--- src/rtl/core/bur_pkg.sv ---
// Shared types and constants of the bounded undo/redo history.
// No dependencies; imported by the cell, the top level and the checker.
package bur_pkg;

  localparam int unsigned BUR_DEPTH        = 64;
  localparam int unsigned BUR_HANDLE_WIDTH = 64;
  localparam int unsigned SNAP_W           = 64;
  localparam int unsigned OP_W             = 2;
  localparam int unsigned KIND_W           = 2;

  typedef enum logic [OP_W-1:0] {
    OP_RESET = 2'd0,
    OP_PUSH  = 2'd1,
    OP_UNDO  = 2'd2,
    OP_REDO  = 2'd3
  } op_e;

  typedef enum logic [KIND_W-1:0] {
    KIND_NONE  = 2'd0,
    KIND_SNAP  = 2'd1,
    KIND_EMPTY = 2'd2
  } kind_e;

  typedef enum logic [1:0] {
    SH_HOLD = 2'd0,
    SH_IN   = 2'd1,
    SH_OUT  = 2'd2
  } shift_e;

  typedef struct packed {
    shift_e undo_sh;
    shift_e redo_sh;
  } cell_ctl_t;

endpackage

--- src/rtl/core/bur_cell.sv ---
// One history cell: a slot of the undo chain and a slot of the redo chain.
// Depends on bur_pkg for the shift control struct.
module bur_cell import bur_pkg::*; #(
  parameter int unsigned HW = BUR_HANDLE_WIDTH
) (
  input  logic          clk_i,
  input  cell_ctl_t     ctl_i,
  input  logic [HW-1:0] undo_prev_i,
  input  logic [HW-1:0] undo_next_i,
  input  logic [HW-1:0] redo_prev_i,
  input  logic [HW-1:0] redo_next_i,
  output logic [HW-1:0] undo_o,
  output logic [HW-1:0] redo_o
);

  logic [HW-1:0] undo_q, undo_d;
  logic [HW-1:0] redo_q, redo_d;

  always_comb begin
    case (ctl_i.undo_sh)
      SH_IN:   undo_d = undo_prev_i;
      SH_OUT:  undo_d = undo_next_i;
      default: undo_d = undo_q;
    endcase
    case (ctl_i.redo_sh)
      SH_IN:   redo_d = redo_prev_i;
      SH_OUT:  redo_d = redo_next_i;
      default: redo_d = redo_q;
    endcase
  end

  always_ff @(posedge clk_i) begin
    undo_q <= undo_d;
    redo_q <= redo_d;
  end

  assign undo_o = undo_q;
  assign redo_o = redo_q;

endmodule

--- config.mk ---
export PLATFORM = sky130hd
export DESIGN_NAME = bur_cell
export DESIGN_NICKNAME = d
export VERILOG_FILES = /design/src/rtl/core/bur_pkg.sv /design/src/rtl/core/bur_cell.sv
export SDC_FILE = /design/constraint.sdc
export NUM_CORES = 1
export LEC_CHECK = 0
export BUFFER_PORTS_ARGS = -buffer_cell sky130_fd_sc_hd__buf_2
export CELL_PAD_IN_SITES_DETAIL_PLACEMENT = 1
export CELL_PAD_IN_SITES_GLOBAL_PLACEMENT = 1
export CORE_AREA = 2 2 151 153
export DETAILED_ROUTE_END_ITERATION = 8
export DIE_AREA = 0 0 153 155
export PLACE_DENSITY = 0.77
export SKIP_LAST_GASP = 1
export SYNTH_ARGS = -nofsm -noshare
export SYNTH_HDL_FRONTEND = slang
export SYNTH_SLANG_ARGS = --single-unit
--- constraint.sdc ---
create_clock -name clk_i -period 3.2 [get_ports clk_i]
set_clock_uncertainty 0.15 [all_clocks]
set_input_delay 0.48 -clock clk_i [delete_from_list [all_inputs] [get_ports clk_i]]
set_output_delay 0.48 -clock clk_i [all_outputs]
set_load 0.02 [all_outputs]
After elaboration in Yosys (flattened, before gate mapping)
Cells that the tools add are included.
Cells by class
  muxes and demuxes: 2
  equality and inequality tests: 4
  reductions and logical operators: 2
Operators by type and width (number)
  64-bit case mux with 2 select lines: 2
  2-bit by 1-bit == test with 1-bit output, second input constant: 2
  2-bit == test, second input constant: 2
  2-bit nonzero test: 2
Word-level totals
  word-level logic and storage cells: 10
  output and inout bits: 128
  register bits after elaboration: 128
  bits of input ports: 261

Longest topological paths before layout
Gate-level depths: netlist of run 1.
  depth in word-level cells: 2
  gate-level depth with buffers: 5
  mapped depth without buffers: 3

Worst setup path after synthesis of run 1
No wires, ideal clock.
  path type: input to register
  from: input port ctl_i[0] (netlist name)
  to: register redo_q[0], in the netlist redo_o[0], enable pin
  required time: 2.632 ns
  cell stages on the path: 3
  buffers on the path: 0
  setup slack: 0.597 ns
  library setup time: 0.418 ns
  arrival time: 2.035 ns
  cell sequence: inv_1 > ha_1 > inv_1
On the way
  word-level cells in the longest chain between the ends: 2
  elaborated cells between the ends (all ways): 3
  classes of those cells: 2 x eq/ne; 1 x reduce/logical
Ends and longest elaborated chain
  start: declaration: line bur_cell.sv:7  | input cell_ctl_t ctl_i,
  2-bit == test or 2-bit by 1-bit == test with 1-bit output (tied branches): line bur_cell.sv:25  | case (ctl_i.redo_sh)
  2-bit nonzero test (no source line) *
  end signal: assignment: line bur_cell.sv:34  | redo_q <= redo_d;
  end: declaration: line bur_cell.sv:17  | logic [HW-1:0] redo_q, redo_d;
Mark *: on every way between the ends. The rest lies on a longest branch, timed or not.
A chain may end at the register's enable or synchronous reset.

Worst setup path in the final report of run 1
  from: input port ctl_i[0] (netlist name)
  to: register redo_q[63], in the netlist redo_o[63] (data pin)
On the way
  word-level cells in the longest chain between the ends: 2
  elaborated cells between the ends (all ways): 3
  classes of those cells: 2 x eq/ne; 1 x mux
Ends and longest elaborated chain (line)
  2-bit == test or 2-bit by 1-bit == test with 1-bit output (tied branches): bur_cell.sv:25
  64-bit case mux with 2 select lines *: bur_cell.sv:25
  named net redo_d[63]: bur_cell.sv:17
The timed path passes the listed nets; every way through them passes the cells marked *.

==> results of run 1 <==
-- worst paths after layout --
kind | slack (ns) | from | cells after the start | end
setup / recovery | 1.38 | ctl_i[0] | 5 | redo_o[63]$_DFFE_PP_
hold / removal | 0.22 | undo_prev_i[52] | 2 | undo_o[52]$_DFFE_PP_
-- stage by stage --
| step | cells | hold slack [ns] |
|---|---|---|
| finish | 974 | 0.216 |
| global route | 974 | 0.189 |
| CTS | 973 | 0.188 |
| detailed placement | 942 | 0.634 |
| global placement | 942 | 0.631 |
| floorplan | 276 | 0.547 |
-- sequential cells by signal, summed over array words and instances, names as in the netlist --
register and cells:
redo_o 64, undo_o 64
-- layer usage --
metal	routed length, um	part of all wire [%]	track usage, %
met1	6570	38	15.6
met2	8660	50	24.3
met3	1640	9.5	5.79
met4	289	1.7	5.03
met5	0	0	0
-- cells by family (layout without fill, tap and decap cells) --
| family | after synthesis | in the layout | share of synthesized area, % |
|---|---|---|---|
| buffers and inverters | 18 | 430 | 4.60 |
| DFF | 128 | 128 | 63.7 |
| muxes | 128 | 128 | 31.3 |
| other | 0 | 1 | 0 |
| adders and majority gates | 2 | 2 | 0.414 |
-- power groups by stage --
stage	clock (mW)	sequential [mW]	combinational, mW
final	2.04	2.20	1.08
after global placement	0	2.22	1.08
after detailed placement	0	2.24	1.10
after global routing	2.16	2.22	1.15
after CTS	2.11	2.20	1.10
after floorplan	0	2.56	0.320
-- placed cells by master (no fill, tap or decap) --
master and n:
inv_2 2, bufinv_16 4, mux2_4 120, clkbuf_16 17, buf_2 388, diode_2 1, clkinv_1 1, ha_4 2
buf_4 3, edfxtp_1 128, clkbuf_1 1, clkinvlp_4 3, mux2_2 8, buf_12 4, clkinv_4 5, inv_1 2
-- area by class of cell --
type | count | area, um2 | area share, %
Clock inverter | 13 | 190 | 2.16
Tap cell | 285 | 357 | 4.04
Antenna cell | 1 | 2.50 | 0.0284
Multi-Input combinational cell | 130 | 1940 | 22.0
Inverter | 4 | 15.0 | 0.170
Timing Repair Buffer | 395 | 2040 | 23.2
Clock buffer | 18 | 429 | 4.86
Sequential cell | 128 | 3840 | 43.6
==> run summary, run 1 <==
Critical Path, Cell by Cell - buf_2 > inv_1 > ha_4 > buf_12 > mux2_2
Initial antenna violation count - 1
Syn_nets - 539
EDFF count, synth - 128
# fillers - 2391
CP Capture Type - flop
Mapped Cells - 276
Post-CTS Setup Repair Bufs - 0
Synth area leader - edfxtp_1
Worst path slowest cell - ha_4
Post-synthesis average cell area - 21.9 um2
Placed cell areas - 8200 um2
Top cell type's share of synthesized area - 63.7%
Fin crit period - 1.82 ns
CTS tree - yes
GR Overflow Total - 0
Clock group share of total power - 38.3%
Clk sinks - 128
Count leader, synth - edfxtp_1
Tot Pwr - 5.32 mW
Synth warn - 0
IO Count - 389
H-Tree Depth - 4
Core Region - 22200 um2
Max FO, Critical Path - 31
Share of layout cells above drive strength 1 - 80.8%
Final Core Density - 39.7%
P_sw - 1.41 mW
CP bufs+invs - 3
Gate power share - 20.3%
Die height - 155 um
Slew margin rel. - 62.1%
All-layer global routing usage - 14.0%
Seq/Total Area, Yosys - 63.7%
P_int - 3.91 mW
Ys flop type - edfxtp_1
First-pass GRT wire length - 25200 um
Port Buffers - 388
Crit path DAT - 1.83 ns
P per Cell Area - 603 nW/um2
Setup WS pre-CTS - 0.926 ns
CP Launch Type - input pin
LEAKAGE - 4.08 nW
Worst EP required - 3.21 ns
Final worst setup slack - 1.38 ns
Final antenna-violating net count - 0
Sw Ratio - 26.5%
Synth unique cells - 7
DR vias/cell - 4.21
Endpoints failing setup - 0
Run status - finished, final reports clean
GPL Wtd Cong - 0.772
Crit share post-route - 56.9%
Die area - 23700 um2
RSZ-0062 raised after global routing - no
WS Path Type - input pin to flop
Horiz. Die Dim - 153 um
Async set-reset flop share out of synthesis - 0%
Critical Path Max Stage Delay - 0.46 ns
Critical path's top delay family - buffers and inverters
# nets final - 939
Clock root buffer - clkbuf_16
Cell Rows - 55
Starting Density - 27.2%
Synth area leaders - edfxtp_1 (64%), mux2_4 (30%), buf_12 (4.0%)
Final Hold Fails - 0
Max-cap violations - 0
Wire per inst - 17.6 um
Final Max Tran Viols - 0
Vias in the first global route - 4532
HPWL Detailed - 13700 um
Post-Syn Area - 6040 um2
DRT Pass-1 Iters - 4
Initial drt markers - 123
DRT Wirelength - 17200 um
Worst-margin pin slew - 0.568 ns
Final instance area - 8820 um2
Largest net degree at the start of global routing - 45
Vias - 4096
HP Class - input pin to flop
Clock transition at path regs - 0.06 ns
DRC viols - 0
Post_cts resized - 0
Worst-case clock buffer depth - 2
Cts bufs inserted - 17
Fmax - 0.549 GHz
Area Overhead vs Synth - 46.1%
Max VDD drop - 0.278 mV
Post-synth top cells - edfxtp_1 (128), mux2_4 (120), buf_12 (12)
Sequential cell fraction of total power - 41.3%
Yosys reg bits - 128
TNS Setup - 0 ns
Hold-fix buffers, CTS - 0
Power figures use the tool's default switching activity.
==> run 2, diff against run 1 <==
--- a/config.mk
+++ b/config.mk
@@ -8,10 +8,10 @@
 export BUFFER_PORTS_ARGS = -buffer_cell sky130_fd_sc_hd__buf_2
 export CELL_PAD_IN_SITES_DETAIL_PLACEMENT = 1
 export CELL_PAD_IN_SITES_GLOBAL_PLACEMENT = 1
-export CORE_AREA = 2 2 151 153
+export CORE_AREA = 2 2 150 152
 export DETAILED_ROUTE_END_ITERATION = 8
-export DIE_AREA = 0 0 153 155
-export PLACE_DENSITY = 0.77
+export DIE_AREA = 0 0 152 154
+export PLACE_DENSITY = 0.81
 export SKIP_LAST_GASP = 1
 export SYNTH_ARGS = -nofsm -noshare
 export SYNTH_HDL_FRONTEND = slang
==> constraint.sdc (replaced) <==
create_clock -name clk_i -period 1.6 [get_ports clk_i]
set_clock_uncertainty 0.15 [all_clocks]
set_input_delay 0.24 -clock clk_i [delete_from_list [all_inputs] [get_ports clk_i]]
set_output_delay 0.24 -clock clk_i [all_outputs]
set_load 0.02 [all_outputs]
==> run 2 against run 1 <==
Against the previous run:
- the flow now stops in clock tree synthesis (4_1_cts)
- synthesized cell count stayed put
- synthesized area did not move
==> run summary, run 2 <==
Run status - aborted with a tool error
Stage where the run ended - clock tree synthesis (4_1_cts)
First Err - [ERROR RSZ-0060] Max buffer count reached.
EDFF count, synth - 128 (unchanged)
Count leader, synth - edfxtp_1
Top cell type's share of synthesized area - 63.7% (unchanged)
Clock root buffer - clkbuf_16
HPWL Detailed - 15300 um (+12%)
Die height - 154 um (-0.65%)
Async set-reset flop share out of synthesis - 0% (unchanged)
Worst-case clock buffer depth - 2 (unchanged)
Starting Density - 27.8% (+0.68 points)
Port Buffers - 388 (unchanged)
Cell Rows - 54 (-1.8%)
Synth area leader - edfxtp_1
Post_cts resized - 0 (unchanged)
Cts bufs inserted - 17 (unchanged)
Syn_nets - 539 (unchanged)
Horiz. Die Dim - 152 um (-0.65%)
Synth warn - 0 (unchanged)
Post-CTS Setup Repair Bufs - 0 (unchanged)
Synth unique cells - 7 (unchanged)
Hold-fix buffers, CTS - 197 (+197)
GPL Wtd Cong - 0.855 (+11%)
Post-Syn Area - 6040 um2 (unchanged)
Seq/Total Area, Yosys - 63.7% (unchanged)
Ys flop type - edfxtp_1
Clk sinks - 128 (unchanged)
Yosys reg bits - 128 (unchanged)
Post-synthesis average cell area - 21.9 um2 (unchanged)
IO Count - 389 (unchanged)
Setup WS pre-CTS - -0.00270 ns (-0.929 ns)
Synth area leaders - edfxtp_1 (64%), mux2_4 (30%), buf_12 (4.0%)
H-Tree Depth - 4 (unchanged)
Mapped Cells - 276 (unchanged)
Post-synth top cells - edfxtp_1 (128), mux2_4 (120), buf_12 (12)
run 2: cell families after synthesis:
| group | after synthesis | synth area share, % |
|---|---|---|
| multiplexers | 128 | 31.3 |
| flip-flops | 128 | 63.7 |
| buffers and inverters | 18 | 4.60 |
| adder cells (fa/ha/maj) | 2 | 0.414 |
run 2: per-stage QoR:
step           std cells  area, um2  utilization (%)
3_5_place_dp         950       8370             38.6
3_3_place_gp         950       8370             38.6
2_1_floorplan        276       6090                -
==> run 3, diff against run 2 <==
--- a/config.mk
+++ b/config.mk
@@ -6,12 +6,10 @@
 export NUM_CORES = 1
 export LEC_CHECK = 0
 export BUFFER_PORTS_ARGS = -buffer_cell sky130_fd_sc_hd__buf_2
-export CELL_PAD_IN_SITES_DETAIL_PLACEMENT = 1
-export CELL_PAD_IN_SITES_GLOBAL_PLACEMENT = 1
 export CORE_AREA = 2 2 150 152
 export DETAILED_ROUTE_END_ITERATION = 8
 export DIE_AREA = 0 0 152 154
-export PLACE_DENSITY = 0.81
+export PLACE_DENSITY_LB_ADDON = 0.15
 export SKIP_LAST_GASP = 1
 export SYNTH_ARGS = -nofsm -noshare
 export SYNTH_HDL_FRONTEND = slang
==> constraint.sdc (replaced) <==
create_clock -name clk_i -period 2.08 [get_ports clk_i]
set_clock_uncertainty 0.15 [all_clocks]
set_input_delay 0.312 -clock clk_i [delete_from_list [all_inputs] [get_ports clk_i]]
set_output_delay 0.312 -clock clk_i [all_outputs]
set_load 0.02 [all_outputs]
==> run 3 against run 2 <==
Against the previous run:
- the flow now finishes without violations
==> run summary, run 3 (synthesis results as in run 1) <==
Final worst setup slack - 0.642 ns
Max VDD drop - 0.443 mV
Crit share post-route - 69.1%
# fillers - 2063
LEAKAGE - 4.05 nW
Share of layout cells above drive strength 1 - 80.9%
Critical path's top delay family - flip-flops
Crit path depth - 1
Cell Rows - 54 (unchanged)
IO Count - 389 (unchanged)
Most frequent cells in the layout - buf_2 (388), edfxtp_1 (128), mux2_4 (120), clkbuf_16 (17), mux2_2 (8)
Horiz. Die Dim - 152 um (unchanged)
Post_cts resized - 0 (unchanged)
CTS tree - yes
Met2 WL - 8140 um
Placed insts - 938 (-1.3%)
Clk sinks - 128 (unchanged)
Met1 WL - 5890 um
P_sw - 2.19 mW
Setup WS pre-CTS - 0.300 ns (+0.303 ns)
All-layer global routing usage - 13.5%
Placed cell areas - 8250 um2 (-1.4%)
Area Overhead vs Synth - 45.6%
Vias - 4067
Hold-fix buffers, CTS - 0 (-100%)
GPL Wtd Cong - 0.749 (-12%)
Largest net degree at the start of global routing - 65
Endpoints failing setup - 0
Die area - 23400 um2
Initial drt markers - 152
DRC viols - 0
P_int - 5.56 mW
Crit path DAT - 0.98 ns
Port Buffers - 388 (unchanged)
First-pass GRT wire length - 24300 um
Met3 WL - 1800 um
Max-cap violations - 0
Non-Filler Instances - 973
RSZ-0062 raised after global routing - no
Fmax - 0.696 GHz
Final Hold Fails - 0
H-Tree Depth - 4 (unchanged)
Cts bufs inserted - 17 (unchanged)
Worst-case clock buffer depth - 2 (unchanged)
Top Layer Used - met4
Run status - finished, final reports clean
TNS Setup - 0 ns
Final instance area - 8790 um2
Final Core Density - 40.5%
P per Cell Area - 881 nW/um2
Worst-margin pin slew - 0.337 ns
Vias in the first global route - 4536
Sw Ratio - 28.3%
Most common cell after layout, fill and taps aside - buf_2
Clock group share of total power - 34.9%
Sequential cell fraction of total power - 43.5%
HP Class - input pin to flop
Die height - 154 um (unchanged)
Clock root buffer - clkbuf_16
Slew margin rel. - 77.5%
Initial antenna violation count - 3
CP Capture Type - output port
Starting Density - 27.8% (unchanged)
Post-CTS Setup Repair Bufs - 0 (unchanged)
Tot Pwr - 7.74 mW
Final antenna-violating net count - 0
WS Path Type - flop to output port
GR Overflow Total - 0
Wire per inst - 16.7 um
Min-Delay Path Depth - 2
Critical Path Max Stage Delay - 0.39 ns
# nets final - 940
Worst path slowest cell - edfxtp_1
HPWL Detailed - 12900 um (-16%)
Max FO, Critical Path - 1
Critical Path, Cell by Cell - buf_2
DRT Wirelength - 16300 um
Fin crit period - 1.44 ns
Final Max Tran Viols - 0
Hold_ws - 0.0406 ns
Gate power share - 21.6%
DRT Pass-1 Iters - 4
CP bufs+invs - 1
DR vias/cell - 4.18
CP Launch Type - flop
Worst EP required - 1.62 ns
Core Region - 21700 um2
Clock transition at path regs - 0.07 ns
## run 3: worst paths after layout
kind	to	start
min	undo_o[9]$_DFFE_PP_	undo_prev_i[9]
max	undo_o[8]	undo_o[8]$_DFFE_PP_
## run 3: layout make-up
cell class                 count  area [um2]  share of cell area, %
timing repair buffer         396        2090                   23.8
sequential                   128        3840                   43.7
clock inverter                14         108                   1.22
tap                          280         350                   3.98
clock buffer                  18         429                   4.88
multi-input combinational    130        1940                   22.1
inverter                       4        22.5                  0.256
antenna                        3        7.51                 0.0854
## run 3: per-layer routing
metal / vias to the layer above / GRT usage, %
met5: - / 0
met4: 0 / 5.83
met3: 28 / 6.93
met2: 254 / 23.8
met1: 1894 / 13.5
li1: 1891 / -
## run 3: power groups by stage
stage / sequential [mW] / clock, mW / combinational, mW
floorplan: 3.93 / 0 / 0.501
finish: 3.37 / 2.70 / 1.67
CTS: 3.38 / 2.79 / 1.70
detailed placement: 3.42 / 0 / 1.70
global placement: 3.42 / 0 / 1.69
global route: 3.41 / 2.93 / 1.77
==> run 4, diff against run 3 <==
--- a/config.mk
+++ b/config.mk
@@ -6,9 +6,9 @@
 export NUM_CORES = 1
 export LEC_CHECK = 0
 export BUFFER_PORTS_ARGS = -buffer_cell sky130_fd_sc_hd__buf_2
-export CORE_AREA = 2 2 150 152
+export CORE_AREA = 2 2 152 154
 export DETAILED_ROUTE_END_ITERATION = 8
-export DIE_AREA = 0 0 152 154
+export DIE_AREA = 0 0 154 156
 export PLACE_DENSITY_LB_ADDON = 0.15
 export SKIP_LAST_GASP = 1
 export SYNTH_ARGS = -nofsm -noshare
==> constraint.sdc (replaced) <==
create_clock -name clk_i -period 1.3 [get_ports clk_i]
set_clock_uncertainty 0.15 [all_clocks]
set_input_delay 0.195 -clock clk_i [delete_from_list [all_inputs] [get_ports clk_i]]
set_output_delay 0.195 -clock clk_i [all_outputs]
set_load 0.02 [all_outputs]
==> run 4 against run 3 <==
Against the previous run:
- the run now fails in clock tree synthesis (4_1_cts)
- synthesized cell count unchanged
- synthesized area unchanged
==> run summary, run 4 <==
Post-synth top cells - edfxtp_1 (128), mux2_4 (120), buf_12 (12)
Starting Density - 27.0% (-0.84 points)
Cell Rows - 55 (+1.9%)
IO Count - 389 (unchanged)
Mapped Cells - 276 (unchanged)
Syn_nets - 539 (unchanged)
Hold-fix buffers, CTS - 198 (+198)
HPWL Detailed - 13100 um (+1.1%)
Synth unique cells - 7 (unchanged)
Run status - aborted with a tool error
Clk sinks - 128 (unchanged)
Synth warn - 0 (unchanged)
Synth area leaders - edfxtp_1 (64%), mux2_4 (30%), buf_12 (4.0%)
Post-synthesis average cell area - 21.9 um2 (unchanged)
Clock root buffer - clkbuf_16
Stage where the run ended - clock tree synthesis (4_1_cts)
Horiz. Die Dim - 154 um (+1.3%)
H-Tree Depth - 4 (unchanged)
Yosys reg bits - 128 (unchanged)
Top cell type's share of synthesized area - 63.7% (unchanged)
Post-Syn Area - 6040 um2 (unchanged)
EDFF count, synth - 128 (unchanged)
Post_cts resized - 118 (+118)
Synth area leader - edfxtp_1
Worst-case clock buffer depth - 2 (unchanged)
First Err - [ERROR RSZ-0060] Max buffer count reached.
GPL Wtd Cong - 0.763 (+1.9%)
Post-CTS Setup Repair Bufs - 0 (unchanged)
Count leader, synth - edfxtp_1
Port Buffers - 388 (unchanged)
Ys flop type - edfxtp_1
Seq/Total Area, Yosys - 63.7% (unchanged)
Cts bufs inserted - 17 (unchanged)
Async set-reset flop share out of synthesis - 0% (unchanged)
Die height - 156 um (+1.3%)
## run 4: cell counts after synthesis
Identical to the previous run, type by type.
## run 4: kinds of logic after synthesis
group	after synthesis	share of synthesized area, %
fa+ha+maj	2	0.414
flops	128	63.7
mux	128	31.3
buf+inv	18	4.60
## run 4: per-stage QoR
step | setup TNS [ns] | cell area (um2) | setup WS (ns) | hold slack [ns] | instances
floorplan | -81.73 | 6100 | -0.609 | 0.262 | 276
global placement | -43.47 | 8360 | -0.248 | 0.345 | 953
detailed placement | -44.50 | 8360 | -0.270 | 0.348 | 953
